==> src/sv/pulse_width_packet_transmitter_macros.svh <==
// ----------------------------------------------------------------------------
// Assertion macros for the pulse-width packet transmitter
// Concurrent checks sampled on clock, switched off while reset is high.
// ----------------------------------------------------------------------------
`ifndef PULSE_WIDTH_PACKET_TRANSMITTER_MACROS_SVH
`define PULSE_WIDTH_PACKET_TRANSMITTER_MACROS_SVH

// same-cycle implication
`define PWPT_ASSERT_IMPL(label, ante, cons, msg) \
   label: assert property (@(posedge clock) disable iff (reset) (ante) |-> (cons)) \
      else $error(msg);

// next-cycle implication
`define PWPT_ASSERT_NEXT(label, ante, cons, msg) \
   label: assert property (@(posedge clock) disable iff (reset) (ante) |=> (cons)) \
      else $error(msg);

`endif

==> src/sv/pwpt_pkg.sv <==
`timescale 1ns / 1ps
// ----------------------------------------------------------------------------
// pwpt_pkg
// Shared types, constants and helpers of the pulse-width packet transmitter.
// ----------------------------------------------------------------------------
package pwpt_pkg;

   localparam int REPEAT_COUNT_DEF = 3;
   localparam int LEAD_TICKS       = 3;
   localparam int TAIL_TICKS       = 4;
   localparam int BITS_PER_BYTE    = 8;
   localparam int CNT_W            = 5;
   localparam int CSR_IDX_W        = 2;
   localparam int CSR_DATA_W       = 5;

   localparam logic [3:0] HIGH_LEN_RST     = 4'd1;
   localparam logic [3:0] ZERO_LOW_LEN_RST = 4'd1;
   localparam logic [3:0] ONE_LOW_LEN_RST  = 4'd4;
   localparam logic [4:0] BYTE_GAP_LEN_RST = 5'd10;

   localparam logic [CSR_IDX_W-1:0] CSR_HIGH_LEN     = 2'd0;
   localparam logic [CSR_IDX_W-1:0] CSR_ZERO_LOW_LEN = 2'd1;
   localparam logic [CSR_IDX_W-1:0] CSR_ONE_LOW_LEN  = 2'd2;
   localparam logic [CSR_IDX_W-1:0] CSR_BYTE_GAP_LEN = 2'd3;

   typedef enum logic {
      OP_TICK  = 1'b0,
      OP_START = 1'b1
   } op_type;

   typedef struct packed {
      op_type     op;
      logic [7:0] address;
      logic [7:0] data_byte;
   } q_entry_type;

   // a zero length acts as one tick
   function automatic logic [CNT_W-1:0] len_of(input logic [CNT_W-1:0] v);
      return (v == '0) ? CNT_W'(1) : v;
   endfunction

endpackage

==> src/sv/pwpt_ifs.sv <==
`timescale 1ns / 1ps
// ----------------------------------------------------------------------------
// pwpt request and response channels
// Valid/ready channels carrying tick/start items in and line results out.
// ----------------------------------------------------------------------------
interface pwpt_req_if;
   logic       valid;
   logic       ready;
   logic       kind;
   logic [7:0] address;
   logic [7:0] data_byte;

   modport source (output valid, output kind, output address, output data_byte,
                   input ready);
   modport sink   (input valid, input kind, input address, input data_byte,
                   output ready);
endinterface

interface pwpt_rsp_if;
   logic valid;
   logic ready;
   logic line_level;
   logic drive_enable;
   logic busy_res;
   logic start_rejected;

   modport source (output valid, output line_level, output drive_enable,
                   output busy_res, output start_rejected, input ready);
   modport sink   (input valid, input line_level, input drive_enable,
                   input busy_res, input start_rejected, output ready);
endinterface

==> src/sv/pwpt_front.sv <==
`timescale 1ns / 1ps
// ----------------------------------------------------------------------------
// pwpt_front
// Accepts request transactions, classifies them and queues them (two deep).
// ----------------------------------------------------------------------------
module pwpt_front
   import pwpt_pkg::*;
(
   input  logic        clock,
   input  logic        reset,
   pwpt_req_if.sink    req_chan,
   output logic        q_valid,
   output q_entry_type q_entry,
   input  logic        q_pop
);

`include "pulse_width_packet_transmitter_macros.svh"

   q_entry_type slot_ff [2];
   logic        wr_ptr_ff, wr_ptr_in;
   logic        rd_ptr_ff, rd_ptr_in;
   logic [1:0]  count_ff, count_in;
   logic        push;
   q_entry_type push_entry;

   assign req_chan.ready = (count_ff != 2'd2);
   assign push           = req_chan.valid && req_chan.ready;
   assign q_valid        = (count_ff != 2'd0);
   assign q_entry        = slot_ff[rd_ptr_ff];

   always_comb begin
      push_entry.op        = req_chan.kind ? OP_START : OP_TICK;
      push_entry.address   = req_chan.address;
      push_entry.data_byte = req_chan.data_byte;
      wr_ptr_in = push  ? ~wr_ptr_ff : wr_ptr_ff;
      rd_ptr_in = q_pop ? ~rd_ptr_ff : rd_ptr_ff;
      count_in  = count_ff + {1'b0, push} - {1'b0, q_pop};
   end

   always_ff @(posedge clock) begin
      if (reset) begin
         wr_ptr_ff <= 1'b0;
         rd_ptr_ff <= 1'b0;
         count_ff  <= 2'd0;
      end else begin
         wr_ptr_ff <= wr_ptr_in;
         rd_ptr_ff <= rd_ptr_in;
         count_ff  <= count_in;
      end
      if (push) begin
         slot_ff[wr_ptr_ff] <= push_entry;
      end
   end

   `PWPT_ASSERT_IMPL(a_count_range, 1'b1, count_ff != 2'd3, "queue count out of range")
   `PWPT_ASSERT_IMPL(a_pop_nonempty, q_pop, count_ff != 2'd0, "pop from empty queue")
   `PWPT_ASSERT_NEXT(a_full_after_push, push && !q_pop && count_ff == 2'd1,
                     !req_chan.ready, "queue should be full")

endmodule

==> src/sv/pwpt_back.sv <==
`timescale 1ns / 1ps
// ----------------------------------------------------------------------------
// pwpt_back
// Runs the packet sequencer, one queued transaction per cycle unless the
// response channel stalls, into a registered response.
// ----------------------------------------------------------------------------
module pwpt_back
   import pwpt_pkg::*;
#(
   parameter int REPEAT_COUNT = REPEAT_COUNT_DEF
) (
   input  logic                  clock,
   input  logic                  reset,
   input  logic                  q_valid,
   input  q_entry_type           q_entry,
   output logic                  q_pop,
   input  logic                  csr_we,
   input  logic [CSR_IDX_W-1:0]  csr_index,
   input  logic [CSR_DATA_W-1:0] csr_wdata,
   pwpt_rsp_if.source            rsp_chan
);

`include "pulse_width_packet_transmitter_macros.svh"

   localparam int REP_W = (REPEAT_COUNT > 1) ? $clog2(REPEAT_COUNT) : 1;
   localparam logic [REP_W-1:0] REP_LAST = REP_W'(REPEAT_COUNT - 1);

   typedef enum logic [3:0] {
      PH_IDLE, PH_PRE, PH_LEAD, PH_BITHI, PH_BITLO,
      PH_ENDHI, PH_GAP, PH_CLOSEHI, PH_CLOSELO, PH_TAIL
   } phase_type;

   phase_type        phase_ff, phase_in;
   logic [1:0]       grp_ff, grp_in;
   logic [REP_W-1:0] rep_ff, rep_in;
   logic [2:0]       bit_ff, bit_in;
   logic [CNT_W-1:0] cnt_ff, cnt_in;
   logic [7:0]       addr_ff, addr_in;
   logic [7:0]       data_ff, data_in;
   logic             level_ff, level_in;
   logic             driven_ff, driven_in;
   logic [3:0]       high_len_ff, high_len_in;
   logic [3:0]       zero_len_ff, zero_len_in;
   logic [3:0]       one_len_ff, one_len_in;
   logic [4:0]       gap_len_ff, gap_len_in;
   logic             rsp_valid_ff, rsp_valid_in;
   logic             busy_ff, busy_in;
   logic             rej_ff, rej_in;
   logic [7:0]       cur_byte;
   logic [CNT_W-1:0] high_ticks, zero_ticks, one_ticks, gap_ticks;

   assign q_pop = q_valid && (!rsp_valid_ff || rsp_chan.ready);

   assign rsp_chan.valid          = rsp_valid_ff;
   assign rsp_chan.line_level     = level_ff;
   assign rsp_chan.drive_enable   = driven_ff;
   assign rsp_chan.busy_res       = busy_ff;
   assign rsp_chan.start_rejected = rej_ff;

   assign high_ticks = len_of(CNT_W'(high_len_ff));
   assign zero_ticks = len_of(CNT_W'(zero_len_ff));
   assign one_ticks  = len_of(CNT_W'(one_len_ff));
   assign gap_ticks  = len_of(gap_len_ff);

   always_comb begin
      case (grp_ff)
         2'd0:    cur_byte = 8'h00;
         2'd1:    cur_byte = addr_ff;
         2'd2:    cur_byte = data_ff;
         default: cur_byte = 8'hFF;
      endcase
   end

   always_comb begin
      phase_in     = phase_ff;
      grp_in       = grp_ff;
      rep_in       = rep_ff;
      bit_in       = bit_ff;
      cnt_in       = cnt_ff;
      addr_in      = addr_ff;
      data_in      = data_ff;
      level_in     = level_ff;
      driven_in    = driven_ff;
      high_len_in  = high_len_ff;
      zero_len_in  = zero_len_ff;
      one_len_in   = one_len_ff;
      gap_len_in   = gap_len_ff;
      busy_in      = busy_ff;
      rej_in       = rej_ff;
      rsp_valid_in = rsp_chan.ready ? 1'b0 : rsp_valid_ff;

      if (csr_we) begin
         case (csr_index)
            CSR_HIGH_LEN:     high_len_in = csr_wdata[3:0];
            CSR_ZERO_LOW_LEN: zero_len_in = csr_wdata[3:0];
            CSR_ONE_LOW_LEN:  one_len_in  = csr_wdata[3:0];
            CSR_BYTE_GAP_LEN: gap_len_in  = csr_wdata;
            default: ;
         endcase
      end

      if (q_pop) begin
         rsp_valid_in = 1'b1;
         busy_in      = 1'b0;
         rej_in       = 1'b0;
         if (q_entry.op == OP_START) begin
            busy_in = 1'b1;
            if (phase_ff != PH_IDLE) begin
               rej_in = 1'b1;
            end else begin
               addr_in  = q_entry.address;
               data_in  = q_entry.data_byte;
               phase_in = PH_PRE;
               cnt_in   = CNT_W'(LEAD_TICKS);
            end
         end else if (phase_ff == PH_IDLE) begin
            level_in  = 1'b0;
            driven_in = 1'b0;
         end else begin
            busy_in = 1'b1;
            case (phase_ff)
               PH_PRE, PH_TAIL: begin
                  level_in  = 1'b0;
                  driven_in = 1'b0;
               end
               PH_BITHI, PH_ENDHI, PH_CLOSEHI: begin
                  level_in  = 1'b1;
                  driven_in = 1'b1;
               end
               default: begin
                  level_in  = 1'b0;
                  driven_in = 1'b1;
               end
            endcase
            if (cnt_ff > CNT_W'(1)) begin
               cnt_in = cnt_ff - CNT_W'(1);
            end else begin
               // advance to the next segment of the packet
               case (phase_ff)
                  PH_PRE: begin
                     phase_in = PH_LEAD;
                     cnt_in   = CNT_W'(LEAD_TICKS);
                  end
                  PH_LEAD: begin
                     grp_in   = 2'd0;
                     rep_in   = '0;
                     bit_in   = 3'd0;
                     phase_in = PH_BITHI;
                     cnt_in   = high_ticks;
                  end
                  PH_BITHI: begin
                     phase_in = PH_BITLO;
                     cnt_in   = cur_byte[bit_ff] ? one_ticks : zero_ticks;
                  end
                  PH_BITLO: begin
                     if (bit_ff != 3'(BITS_PER_BYTE - 1)) begin
                        bit_in   = bit_ff + 3'd1;
                        phase_in = PH_BITHI;
                     end else begin
                        phase_in = PH_ENDHI;
                     end
                     cnt_in = high_ticks;
                  end
                  PH_ENDHI: begin
                     phase_in = PH_GAP;
                     cnt_in   = gap_ticks;
                  end
                  PH_GAP: begin
                     cnt_in = high_ticks;
                     if (grp_ff == 2'd3 && rep_ff == REP_LAST) begin
                        phase_in = PH_CLOSEHI;
                     end else begin
                        if (rep_ff == REP_LAST) begin
                           rep_in = '0;
                           grp_in = grp_ff + 2'd1;
                        end else begin
                           rep_in = rep_ff + REP_W'(1);
                        end
                        bit_in   = 3'd0;
                        phase_in = PH_BITHI;
                     end
                  end
                  PH_CLOSEHI: begin
                     phase_in = PH_CLOSELO;
                     cnt_in   = zero_ticks;
                  end
                  PH_CLOSELO: begin
                     phase_in = PH_TAIL;
                     cnt_in   = CNT_W'(TAIL_TICKS);
                  end
                  default: begin
                     phase_in = PH_IDLE;
                     cnt_in   = '0;
                  end
               endcase
            end
         end
      end
   end

   always_ff @(posedge clock) begin
      if (reset) begin
         phase_ff     <= PH_IDLE;
         grp_ff       <= 2'd0;
         rep_ff       <= '0;
         bit_ff       <= 3'd0;
         cnt_ff       <= '0;
         addr_ff      <= 8'h00;
         data_ff      <= 8'h00;
         level_ff     <= 1'b0;
         driven_ff    <= 1'b0;
         high_len_ff  <= HIGH_LEN_RST;
         zero_len_ff  <= ZERO_LOW_LEN_RST;
         one_len_ff   <= ONE_LOW_LEN_RST;
         gap_len_ff   <= BYTE_GAP_LEN_RST;
         rsp_valid_ff <= 1'b0;
      end else begin
         phase_ff     <= phase_in;
         grp_ff       <= grp_in;
         rep_ff       <= rep_in;
         bit_ff       <= bit_in;
         cnt_ff       <= cnt_in;
         addr_ff      <= addr_in;
         data_ff      <= data_in;
         level_ff     <= level_in;
         driven_ff    <= driven_in;
         high_len_ff  <= high_len_in;
         zero_len_ff  <= zero_len_in;
         one_len_ff   <= one_len_in;
         gap_len_ff   <= gap_len_in;
         rsp_valid_ff <= rsp_valid_in;
      end
      busy_ff <= busy_in;
      rej_ff  <= rej_in;
   end

   `PWPT_ASSERT_IMPL(a_idle_no_count, phase_ff == PH_IDLE, cnt_ff == '0,
                     "countdown left running while idle")
   `PWPT_ASSERT_IMPL(a_reject_busy, rsp_valid_ff && rej_ff, busy_ff,
                     "rejected start reported without busy")
   `PWPT_ASSERT_IMPL(a_released_low, !driven_ff, !level_ff,
                     "released pin reported high")

endmodule

==> src/sv/pulse_width_packet_transmitter.sv <==
`timescale 1ns / 1ps
// ----------------------------------------------------------------------------
// pulse_width_packet_transmitter
// Single-wire pulse-width packet transmitter advanced by tick transactions.
// ----------------------------------------------------------------------------
// Usage:
//   req_chan carries one transaction per item: kind 0 is one line tick,
//   kind 1 starts a packet with address and data_byte. rsp_chan returns one
//   result per request: the line level and drive enable for that tick, busy
//   and a flag for a start that arrived while a packet was running.
//   csr_* writes the four length registers; write only while idle.
//   An accepted request is written into the queue and then popped into the
//   registered response. The block sustains one transaction per cycle
//   while rsp_chan is not stalled, set by the back-end sequencer, which
//   retires one queued transaction per clock.
//   A two-deep queue separates the front end from the sequencer and the
//   response is registered; when rsp_chan stalls the queue fills and
//   req_chan.ready drops once it holds two transactions.
//   Reset empties the queue, releases the line, returns the sequencer to
//   idle and loads the length registers with their defaults.
// ----------------------------------------------------------------------------
module pulse_width_packet_transmitter
   import pwpt_pkg::*;
#(
   parameter int REPEAT_COUNT = REPEAT_COUNT_DEF
) (
   input  logic                  clock,
   input  logic                  reset,
   pwpt_req_if.sink              req_chan,
   pwpt_rsp_if.source            rsp_chan,
   input  logic                  csr_we,
   input  logic [CSR_IDX_W-1:0]  csr_index,
   input  logic [CSR_DATA_W-1:0] csr_wdata
);

   logic        q_valid;
   logic        q_pop;
   q_entry_type q_entry;

   pwpt_front u_front (
      .clock    (clock),
      .reset    (reset),
      .req_chan (req_chan),
      .q_valid  (q_valid),
      .q_entry  (q_entry),
      .q_pop    (q_pop)
   );

   pwpt_back #(
      .REPEAT_COUNT (REPEAT_COUNT)
   ) u_back (
      .clock     (clock),
      .reset     (reset),
      .q_valid   (q_valid),
      .q_entry   (q_entry),
      .q_pop     (q_pop),
      .csr_we    (csr_we),
      .csr_index (csr_index),
      .csr_wdata (csr_wdata),
      .rsp_chan  (rsp_chan)
   );

endmodule
==> src/flat_wrapper.sv <==
// flat-port wrapper written by rule: the top's interface ports become plain ports
module pulse_width_packet_transmitter_flat import pwpt_pkg::*;
#(
   parameter int REPEAT_COUNT = REPEAT_COUNT_DEF
)
  (clock, reset, csr_we, csr_index, csr_wdata, req_chan_valid, req_chan_kind, req_chan_address, req_chan_data_byte, req_chan_ready, rsp_chan_valid, rsp_chan_line_level, rsp_chan_drive_enable, rsp_chan_busy_res, rsp_chan_start_rejected, rsp_chan_ready);
  pwpt_req_if req_chan_i ();
  pwpt_rsp_if rsp_chan_i ();
  input  logic clock;
  input  logic reset;
  input  logic csr_we;
  input  logic [CSR_IDX_W-1:0] csr_index;
  input  logic [CSR_DATA_W-1:0] csr_wdata;
  input wire logic [$bits(req_chan_i.valid)-1:0] req_chan_valid;
  input wire logic [$bits(req_chan_i.kind)-1:0] req_chan_kind;
  input wire logic [$bits(req_chan_i.address)-1:0] req_chan_address;
  input wire logic [$bits(req_chan_i.data_byte)-1:0] req_chan_data_byte;
  output wire logic [$bits(req_chan_i.ready)-1:0] req_chan_ready;
  output wire logic [$bits(rsp_chan_i.valid)-1:0] rsp_chan_valid;
  output wire logic [$bits(rsp_chan_i.line_level)-1:0] rsp_chan_line_level;
  output wire logic [$bits(rsp_chan_i.drive_enable)-1:0] rsp_chan_drive_enable;
  output wire logic [$bits(rsp_chan_i.busy_res)-1:0] rsp_chan_busy_res;
  output wire logic [$bits(rsp_chan_i.start_rejected)-1:0] rsp_chan_start_rejected;
  input wire logic [$bits(rsp_chan_i.ready)-1:0] rsp_chan_ready;
  assign req_chan_i.valid = req_chan_valid;
  assign req_chan_i.kind = req_chan_kind;
  assign req_chan_i.address = req_chan_address;
  assign req_chan_i.data_byte = req_chan_data_byte;
  assign req_chan_ready = req_chan_i.ready;
  assign rsp_chan_valid = rsp_chan_i.valid;
  assign rsp_chan_line_level = rsp_chan_i.line_level;
  assign rsp_chan_drive_enable = rsp_chan_i.drive_enable;
  assign rsp_chan_busy_res = rsp_chan_i.busy_res;
  assign rsp_chan_start_rejected = rsp_chan_i.start_rejected;
  assign rsp_chan_i.ready = rsp_chan_ready;
  pulse_width_packet_transmitter #(.REPEAT_COUNT(REPEAT_COUNT)) u_core (.clock(clock), .reset(reset), .req_chan(req_chan_i), .rsp_chan(rsp_chan_i), .csr_we(csr_we), .csr_index(csr_index), .csr_wdata(csr_wdata));
endmodule
==> config.mk <==
export PLATFORM = sky130hd
export DESIGN_NAME = pulse_width_packet_transmitter_flat
export DESIGN_NICKNAME = d
export VERILOG_FILES = /design/src/sv/pwpt_pkg.sv /design/src/sv/pwpt_ifs.sv /design/src/sv/pwpt_front.sv /design/src/sv/pwpt_back.sv /design/src/sv/pulse_width_packet_transmitter.sv /design/src/flat_wrapper.sv
export VERILOG_INCLUDE_DIRS = /design/src /design/src/sv
export SDC_FILE = /design/constraint.sdc
export NUM_CORES = 1
export LEC_CHECK = 0
export ABC_AREA = 1
export BUFFER_PORTS_ARGS = -buffer_cell sky130_fd_sc_hd__buf_2
export CAP_MARGIN = 30
export CORE_UTILIZATION = 64
export DETAILED_ROUTE_END_ITERATION = 7
export PLACE_DENSITY_LB_ADDON = 0.25
export SLEW_MARGIN = 0
export SYNTH_ARGS = -nofsm -noshare
export SYNTH_HDL_FRONTEND = slang
export SYNTH_SLANG_ARGS = --single-unit
==> constraint.sdc <==
create_clock -name clock -period 4.9 [get_ports clock]
set_input_delay 0.735 -clock clock [delete_from_list [all_inputs] [get_ports clock]]
set_output_delay 0.735 -clock clock [all_outputs]
set_load 0.05 [all_outputs]
### Yosys cells after proc, flatten, opt, wreduce, memory -nomap -nowiden

Memory sizes are Yosys's and may differ from the RTL's. A register that Yosys moved wholly into a read port is not among the register bits.
Cells that the tools add are included.

| operators by class | value |
|---|---|
| reduce and logical (&&, ||, !) cells | 31 |
| equal/unequal tests | 24 |
| bitwise logic cells | 6 |
| $add $sub $neg | 6 |
| $lt $le $gt $ge | 2 |
| muxes and demuxes | 42 |

Operator list:

| kind | number |
|---|---|
| 2-to-1 mux 4 bit | 8 |
| one-hot mux 4 bit (8 select lines) | 1 |
| one-hot mux 5 bit (6 select lines) | 1 |
| 2-to-1 mux 5 bit | 5 |
| one-hot mux 8 bit (3 select lines) | 1 |
| == test 4 x 3 -> 1 bit, second input constant | 4 |
| zero test 4 bit | 4 |
| 2-to-1 mux 1 bit | 14 |
| AND reduction 7 bit | 2 |
| 2-to-1 mux 3 bit | 4 |
| == test 2 bit, second input constant | 5 |
| inequality test 2 bit, second input constant | 5 |
| AND reduction 2 bit | 5 |
| one-hot mux 3 bit (3 select lines) | 1 |
| == test 4 x 2 -> 1 bit, second input constant | 2 |
| == test 4 bit, second input constant | 2 |
| 2-to-1 mux 2 bit | 4 |
| one-hot mux 2 bit (2 select lines) | 2 |
| NOT 1 bit | 6 |
| AND reduction 3 bit | 2 |
| AND reduction 6 bit | 1 |
| nonzero test 2 bit | 3 |
| OR reduction 3 bit | 2 |
| greater-than comparator 5 x 1 -> 1 bit, second input constant | 1 |
| other kinds (20) | 26 |

| word-level totals | value |
|---|---|
| flip-flop bits (word level) | 58 |
| memory bits (writable) | 34 |
| input bits | 29 |
| output and inout bits | 6 |
| memories kept | 1 |
| logic and storage cells | 131 |

Memories:

| name | depth | width | read ports | clocked after memory_dff | wr ports | line | text |
|---|---|---|---|---|---|---|---|
| u_core.u_front.slot_ff | 2 | 17 | 1 | 1 | 1 | pwpt_front.sv:19 | `q_entry_type slot_ff [2];` |

### Depth between registers and ports, before layout

Gate-level depths: netlist of run 1.

| logic depth | value |
|---|---|
| depth after elaboration | 9 |
| depth in mapped cells | 14 |
| gate-level depth less buffers | 13 |

### Cells and area by module

Synthesis of run 1 repeated with hierarchy kept, for this count alone.

| second synthesis, totals | value |
|---|---|
| cells, all modules | 472 |
| area total of the unflattened synthesis | 4,281.6 sq um |

Modules (own cells, without submodules):

| module | seq. area each (sq um) | times used | area an instance (sq um) | cells each |
|---|---|---|---|---|
| pwpt_back | 1,101.1 | 1 | 2,776.4 | 388 |
| pwpt_front | 1,121.1 | 1 | 1,505.2 | 84 |

### Worst setup path after synthesis of run 1

OpenSTA, ideal clock, no wires.

| timing path | value |
|---|---|
| path type | register to register |
| start point | register u_core.u_front.count_ff[0] |
| end point | memory u_core.u_front.slot_ff[1][0] (netlist bit) (enable) |
| clock period less this slack | 2,118 ps |
| path buffers | 0 |
| arrival time | 1,725 ps |
| required time | 4,508 ps |
| library setup time | 392 ps |
| stages on the path, launching flop included | 5 |
| path slack | 2,782 ps |
| cells stage by stage | dfxtp_1 inv_1 nand2_1 nand2_1 nor2_1 |

| between the ends | value |
|---|---|
| word-level cells in the longest chain between the ends | 4 |

Ends and longest elaborated chain:

| item | line | text |
|---|---|---|
| start: declaration | pwpt_front.sv:22 | `logic [1:0] count_ff, count_in;` |
| start signal: assignment | pwpt_front.sv:48 | `count_ff <= count_in;` |
| inequality test 2 bit | pwpt_front.sv:26 | `assign req_chan.ready = (count_ff != 2'd2);` |
| via req_chan_ready | flat_wrapper.sv:18 | `output wire logic [$bits(req_chan_i.ready)-1:0] req_chan_ready;` |
| logical AND 1 bit | pwpt_front.sv:27 | `assign push = req_chan.valid && req_chan.ready;` |
| 2-to-1 mux 1 bit | pwpt_front.sv:50 | `if (push) begin` |
| 2-to-1 mux 1 bit (not written as such) | pwpt_front.sv:51 | `slot_ff[wr_ptr_ff] <= push_entry;` |
| end: declaration | pwpt_front.sv:19 |  |

The timed path passes the listed nets, and every way through them passes these cells.

### Final worst setup path of run 1

| timing path | value |
|---|---|
| start point | input rsp_chan_ready |
| end point | register u_core.u_back.addr_ff[0] |

| between the ends | value |
|---|---|
| word-level cells in the longest chain between the ends | 3 |

Ends and longest elaborated chain:

| item | line | text |
|---|---|---|
| start: declaration | flat_wrapper.sv:24 | `input wire logic [$bits(rsp_chan_i.ready)-1:0] rsp_chan_ready;` |
| logical OR 1 bit | pwpt_back.sv:52 | `assign q_pop = q_valid && (!rsp_valid_ff \|\| rsp_chan.ready);` |
| logical AND 1 bit | pwpt_back.sv:52 |  |
| via u_core.q_pop | pulse_width_packet_transmitter.sv:37 | `logic q_pop;` |
| AND reduction 3 bit (no source line) | -- |  |
| end signal: assignment | pwpt_back.sv:223 | `addr_ff <= addr_in;` |
| end: declaration | pwpt_back.sv:38 | `logic [7:0] addr_ff, addr_in;` |

The timed path passes the listed nets, and every way through them passes these cells.
A chain may end at the register's enable or synchronous reset.

==> run metrics, run 1 <==
Vias per Instance between 5 and 6; sum of routed wire length over all layers 8020 um; proportion of total power due to net switching a little over 40%; internal cell power 1.49 mW; netlist area before placement 4210 um^2; area of the die 6900 um^2; starting utilization of the core area about 66%; commonest non-fill, non-tap cell in the layout sky130_fd_sc_hd__inv_1; Seq/Total Area, Yosys roughly 53%; crit path DAT roughly 2.4 ns; crit path max fanout 32; router iterations before antenna repair 5; synthesized area per cell 8.68 um^2; fraction of the cycle the final worst path needs about 43%; Max rail drop VDD about 0.00047 V; post-CTS setup buffer count 0; unrepaired setup endpoints after global routing no; post-synthesis cell count 485; number of library cell types mapped by synthesis 36; Slew Limit Fails 0; source-to-sink clock delay at the later pin of the worst-skew pair 0.36 ns; quantity of hold-fixing buffers added after cts 0; Cell Area, Placed 4420 um^2; endpoint required time on the critical path 5.18 ns; standby leakage power between 1.5 and 2 nW; sequential share of power 42.2%; area added between synthesis and finish 10.1%; worst setup path category input port to register; part of the power in combinational logic approximately two fifths; placed wire-length estimate 5450 um; CTS clock-pin slew for the worst setup and hold paths ~0.1 ns; detail-routed net length per standard cell roughly 13 um; pwr dens about 550 nW/um^2; slew at the pin closest to its max-slew limit around 0.97 ns; normalized max-slew margin around 35%; Hold Path Class register to register; via count of the first global-routing pass about 3000; depth of the worst register-to-register path 7; critical path startpoint category input port; ordered cell list for the critical path buf_2 > nor2_1 > a21oi_4 > inv_2 > nor3_4 > o21ai_0 > a21oi_1; flip-flop and latch count after synthesis between 90 and 100; net total in the final layout 559; sort of element at the end of the critical path register; total number of vias approximately 3400; run status finished clean; initial antenna violation count 0; ant diodes 0; IO buf count 34; area share of the leading cell type in the synthesized netlist approximately 27%; max_cap viols 0; final setup violation count 0; number of nets with antenna violations after detailed routing 0; sw power 1.05 mW; initial DRC count 159; ranking of synthesized cells by area sky130_fd_sc_hd__dfxtp_1 (27%), sky130_fd_sc_hd__edfxtp_1 (26%), sky130_fd_sc_hd__a21oi_1 (8.2%); DRC Markers 0; row count 29; count of buffer and inverter cells on the critical path 2; die width between 80 and 90 um; clock skew after layout about 0.011 ns; sum of negative setup slack 0 ns; clock buffer count from CTS 9; commonest cells after routing, fill and taps aside sky130_fd_sc_hd__inv_1 (71), sky130_fd_sc_hd__a21oi_1 (69), sky130_fd_sc_hd__nand2_1 (59), sky130_fd_sc_hd__dfxtp_1 (57), sky130_fd_sc_hd__nor2_1 (43); logic depth of the worst setup path including buffers 7; Overall Global Routing Usage around 24%; I/O pin total 35; minimum clock period after layout 2.09 ns; Ys Warns 0; FMAX approximately 480 MHz; clock tree from TritonCTS done; maximum number of pins on one net before global-route repair 39; Critical-path top delay cell sky130_fd_sc_hd__nor3_4; cell at the root of the clock tree sky130_fd_sc_hd__clkbuf_8; total overflow reported by the global router 0; Post-Syn Nets about 530; number of levels the H-tree was split into 3; crit-path leading delay family simple AND/OR/NAND/NOR gates; Hold Crit Depth 1; final std cell area, no fill between 4000 and 5000 um^2; count of instances resized after the clock tree is built 0; area of the placeable core around 6300 um^2; Worst path max stage delay between 0.7 and 0.8 ns; relative contribution of the clock network to total power 18.6%; Yosys top cell by area sky130_fd_sc_hd__dfxtp_1; Placer Congestion between 0.9 and 1; first-pass GRT wire length ~13000 um; CTS max path bufs 2; Fin. Hold Viols 0; fraction of layout cells with a size suffix above 1 between 10% and 20%; clk sinks 93; Die Ht around 83 um
[per-layer routing]
layer	vias up	global-route usage [%]	part of all wire, %
met5	-	0	0
met2	81	42.1	51
met3	17	5.37	3.6
met1	1559	28.6	43
met4	0	11.3	2.4
li1	1704	-	-
[through the flow]
stage	hold WS, ns	worst slack, ns	instances	power [mW]	utilization (%)
final	0.468	2.81	600	2.54	72.9
after global routing	0.493	2.62	600	2.71	72.9
after CTS	0.469	2.20	599	2.52	72.5
after detailed placement	0.456	2.34	583	2.04	69.6
after global placement	0.436	2.44	583	2.00	69.6
after floorplan	0.426	2.78	485	1.85	-
[synth_stat cells (all sizes together)]
cell and instances:
nand2 61, xor2 1, clkbuf 11, buf 4, nor3 14, nor2 47
o211ai 3, a211oi 9, o22ai 4, nand3 32, inv 75, o2111ai 1
nor4 1, o21ai 40, a21oi 70, ha 12, a31oi 5, edfxtp 36
dfxtp 57, xnor2 1, o311ai 1
[path summary, 6_finish.rpt]
check / from / endpoint / slack (ns)
setup / recovery: rsp_chan_ready / u_core.u_back.addr_ff[0] / 2.81
setup reg to reg: u_core.u_back.phase_ff[0] / u_core.u_back.addr_ff[0] / 2.83
hold reg to reg: u_core.u_front.rd_ptr_ff / register / 0.47
hold / removal: u_core.u_front.rd_ptr_ff / register / 0.47
[registers in the layout (all words and copies together), names as in the netlist, named ones only]
signal / count
u_core.u_front.slot_ff: 34
u_core.u_back.addr_ff: 8
u_core.u_back.data_ff: 8
u_core.u_back.cnt_ff: 5
u_core.u_back.gap_len_ff: 5
u_core.u_back.high_len_ff: 4
u_core.u_back.one_len_ff: 4
u_core.u_back.phase_ff: 4
u_core.u_back.zero_len_ff: 4
u_core.u_back.bit_ff: 3
u_core.u_back.grp_ff: 2
u_core.u_back.rep_ff: 2
u_core.u_front.count_ff: 2
u_core.u_back.rsp_chan.busy_res: 1
u_core.u_back.rsp_chan.drive_enable: 1
u_core.u_back.rsp_chan.line_level: 1
u_core.u_back.rsp_chan.start_rejected: 1
u_core.u_back.rsp_chan.valid: 1
u_core.u_front.rd_ptr_ff: 1
u_core.u_front.wr_ptr_ff: 1
[power by group through the flow]
stage	sequential (mW)	combinational (mW)	clock [mW]
floorplan	1.12	0.730	0
global placement	1.11	0.893	0
detailed placement	1.11	0.925	0
CTS	1.10	0.935	0.481
global route	1.09	1.11	0.508
finish	1.07	0.994	0.473
[cell families (layout without fill, tap and decap cells)]
group           count (synthesis)  in the layout  synth area share (%)
xor+xnor                        2              2                 0.416
buf+inv                        90            128                  8.42
simple gates                  155            155                  16.9
fa+ha+maj                      12             12                  3.57
compound gates                133            133                  17.8
flops                          93             93                  52.8
[layout make-up]
| type | count | area [um^2] |
|---|---|---|
| fill | 497 | 1720 |
| timing repair buffer | 37 | 213 |
| tap | 77 | 96.3 |
| multi-input combinational | 302 | 1630 |
| clock buffer | 9 | 124 |
| inverter | 75 | 284 |
| clock inverter | 7 | 60.1 |
| sequential | 93 | 2220 |
Note: power is estimated with default switching activity, not from simulation.
==> run 2: changes to the inputs <==
--- a/config.mk
+++ b/config.mk
@@ -9,7 +9,7 @@
 export ABC_AREA = 1
 export BUFFER_PORTS_ARGS = -buffer_cell sky130_fd_sc_hd__buf_2
 export CAP_MARGIN = 30
-export CORE_UTILIZATION = 64
+export CORE_UTILIZATION = 59
 export DETAILED_ROUTE_END_ITERATION = 7
 export PLACE_DENSITY_LB_ADDON = 0.25
 export SLEW_MARGIN = 0
==> constraint.sdc (replaced) <==
create_clock -name clock -period 2 [get_ports clock]
set_input_delay 0.3 -clock clock [delete_from_list [all_inputs] [get_ports clock]]
set_output_delay 0.3 -clock clock [all_outputs]
set_load 0.05 [all_outputs]
==> run metrics, run 2 (synthesis results as in run 1) <==
source-to-sink clock delay at the later pin of the worst-skew pair 0.36 ns (about the same); critical path startpoint category register; detail-routed net length per standard cell 12.8 um (-3.9%); total power of the final layout 6.53 mW (+160%); Overall Global Routing Usage 23.5% (-0.75 points); register with the highest flop count u_core.u_front.slot_ff; IO buf count 34 (unchanged); router iterations before antenna repair 5 (unchanged); fill cell count 565 (+14%); minimum clock period after layout between 1.5 and 2 ns; run status finished clean; via count of the first global-routing pass 3165 (+4.7%); commonest non-fill, non-tap cell in the layout sky130_fd_sc_hd__inv_1; net total in the final layout 567 (+1.4%); ant diodes 0 (unchanged); Max rail drop VDD 0.000624 V (+34%); total number of vias 3355 (-0.18%); DRC Markers 0 (unchanged); end of the worst register-to-register path u_core.u_back.phase_ff[0]; final setup violation count 0 (unchanged); register area 2220 um^2 (+0.11%); Hold Crit Depth 1 (unchanged); area occupied by multi-input gates 1660 um^2 (+1.9%); initial antenna violation count 0 (unchanged); worst setup path category register to register; crit path DAT 2.07 ns (-0.30 ns); max_cap viols 0 (unchanged); number of nets with antenna violations after detailed routing 0 (unchanged); unrepaired setup endpoints after global routing no; total overflow reported by the global router 0 (unchanged); standby leakage power 1.98 nW (+2.7%); CTS clock-pin slew for the worst setup and hold paths 0.09 ns (about the same); worst setup slack for register-to-register paths 0.16 ns (-2.67 ns); Regs by FF count u_core.u_front.slot_ff x34, u_core.u_back.addr_ff x8, u_core.u_back.data_ff x8; normalized max-slew margin 68.1% (+33 points); pwr dens 1370 nW/um^2 (+150%); row count 30 (+3.4%); first-pass GRT wire length 13600 um (+2.5%); core utilization of the finished layout 69.7% (-3.3 points); initial DRC count 159 (unchanged); sum of routed wire length over all layers 8060 um (+0.39%); clock buffer count from CTS 9 (unchanged); placed wire-length estimate 5650 um (+3.7%); slew at the pin closest to its max-slew limit 0.475 ns (-0.492 ns); clock tree from TritonCTS done; CTS max path bufs 2 (unchanged); startpoint of the most critical register-to-register path u_core.u_back.phase_ff[0]; area of the placeable core 6830 um^2 (+7.6%); number of flip-flops under the largest register name 34 (unchanged); area of the die 7470 um^2 (+8.3%); Fin. Hold Viols 0 (unchanged); maximum number of pins on one net before global-route repair 33 (-15%); fraction of layout cells with a size suffix above 1 16.0% (+2.4 points); Die Ht 86.5 um (+4.1%); clk sinks 93 (unchanged); startpoint of the worst hold path req_chan_address[1]; fraction of the cycle the final worst path needs between 90% and 100%; die width 86.5 um (+4.1%); Placer Congestion 0.939 (+1.8%); I/O pin total 35 (unchanged); starting utilization of the core area 61.6% (-4.7 points); Slew Limit Fails 0 (unchanged); Vias per Instance 5.35 (-4.5%); crit path max fanout 7 (-78%); clock skew after layout 0.0119 ns (+0.000841 ns); sum of negative setup slack 0 ns (unchanged); number of levels the H-tree was split into 3 (unchanged); FMAX between 500 and 600 MHz; hold endpoint u_core.u_front.slot_ff[0][9]; sort of element at the end of the critical path register; depth of the worst register-to-register path 9 (+2); commonest cells after routing, fill and taps aside sky130_fd_sc_hd__inv_1 (71), sky130_fd_sc_hd__a21oi_1 (69), sky130_fd_sc_hd__nand2_1 (59), sky130_fd_sc_hd__dfxtp_1 (55), sky130_fd_sc_hd__nor2_1 (41); cell at the root of the clock tree sky130_fd_sc_hd__clkbuf_8; endpoint required time on the critical path 2.23 ns (-2.95 ns); Hold Path Class input port to register; area added between synthesis and finish 13.1%
run 2: changes by cell type in the layout (fill, tap and decap cells not counted), moves of 2 or more:
| cell | before | now |
|---|---|---|
| sky130_fd_sc_hd__buf_4 | 2 | 11 |
| sky130_fd_sc_hd__bufinv_16 | 0 | 2 |
| sky130_fd_sc_hd__clkbuf_1 | 0 | 2 |
| sky130_fd_sc_hd__clkinv_4 | 2 | 0 |
| sky130_fd_sc_hd__dfxtp_1 | 57 | 55 |
| sky130_fd_sc_hd__dfxtp_2 | 0 | 2 |
| sky130_fd_sc_hd__ha_1 | 12 | 10 |
| sky130_fd_sc_hd__nor2_1 | 43 | 41 |
| sky130_fd_sc_hd__nor2_2 | 2 | 4 |
run 2: layout make-up:
cell class	count	share of cell area, %
clock buffer	11	2.76
clock inverter	5	1.76
tap	96	2.52
sequential	93	46.7
timing repair buffer	45	5.31
inverter	75	5.97
multi-input combinational	302	34.9
run 2: how the worst max path moves through the flow:
stage	startpoint	endpoint	slack, ns	depth (start not counted)
global route	u_core.u_back.phase_ff[0]	u_core.u_back.phase_ff[0]	0.007	9
detailed placement	u_core.u_back.grp_ff[0]	u_core.u_back.cnt_ff[0]	0.11	13
CTS	u_core.u_back.grp_ff[0]	u_core.u_back.cnt_ff[2]	0.09	13
finish	u_core.u_back.phase_ff[0]	u_core.u_back.phase_ff[0]	0.16	9
global placement	u_core.u_back.grp_ff[0]	u_core.u_back.cnt_ff[3]	0.25	13
floorplan	u_core.u_front.count_ff[0]	u_core.u_front.count_ff[1]	0.09	9
run 2: worst max-delay path: stages, from the launching register on:
cell                       delay, ns
sky130_fd_sc_hd__dfxtp_1        0.34
sky130_fd_sc_hd__inv_1          0.11
sky130_fd_sc_hd__nand2_1        0.13
sky130_fd_sc_hd__nor2_2         0.20
sky130_fd_sc_hd__inv_2          0.09
sky130_fd_sc_hd__ha_1           0.19
sky130_fd_sc_hd__nor3_2         0.21
sky130_fd_sc_hd__nand2_2        0.15
sky130_fd_sc_hd__nor4_2         0.19
sky130_fd_sc_hd__a211oi_1       0.08
run 2: repair_timing:
item,in CTS,in global routing
hold buffers,0,0
resized for setup,0,7
setup buffers,0,3
endpoints found under the setup margin,0,8
run 2: where the power goes:
part / switching, mW / internal (mW)
clock: 0.654 / 0.710
combinational: 1.68 / 0.850
sequential: 0.225 / 2.40
run 2: metrics by stage:
stage	setup WS (ns)	cells	hold WS [ns]	area, um^2
3_5_place_dp	0.110	608	0.453	4490
3_3_place_gp	0.249	608	0.432	4490
4_1_cts	0.0946	624	0.111	4710
5_1_grt	0.00678	627	0.114	4760
2_1_floorplan	0.0883	485	0.399	4210
6_report	0.164	627	0.121	4760
run 2: routing by layer:
layer / vias up / wire, um / GRT usage [%] / part of all wire [%]
met4: 0 / 170 / 11.8 / 2.1
met3: 17 / 330 / 4.76 / 4.1
met1: 1529 / 3560 / 28.5 / 44
met5: - / 0 / 0 / 0
li1: 1726 / - / - / -
met2: 83 / 3990 / 39.9 / 50
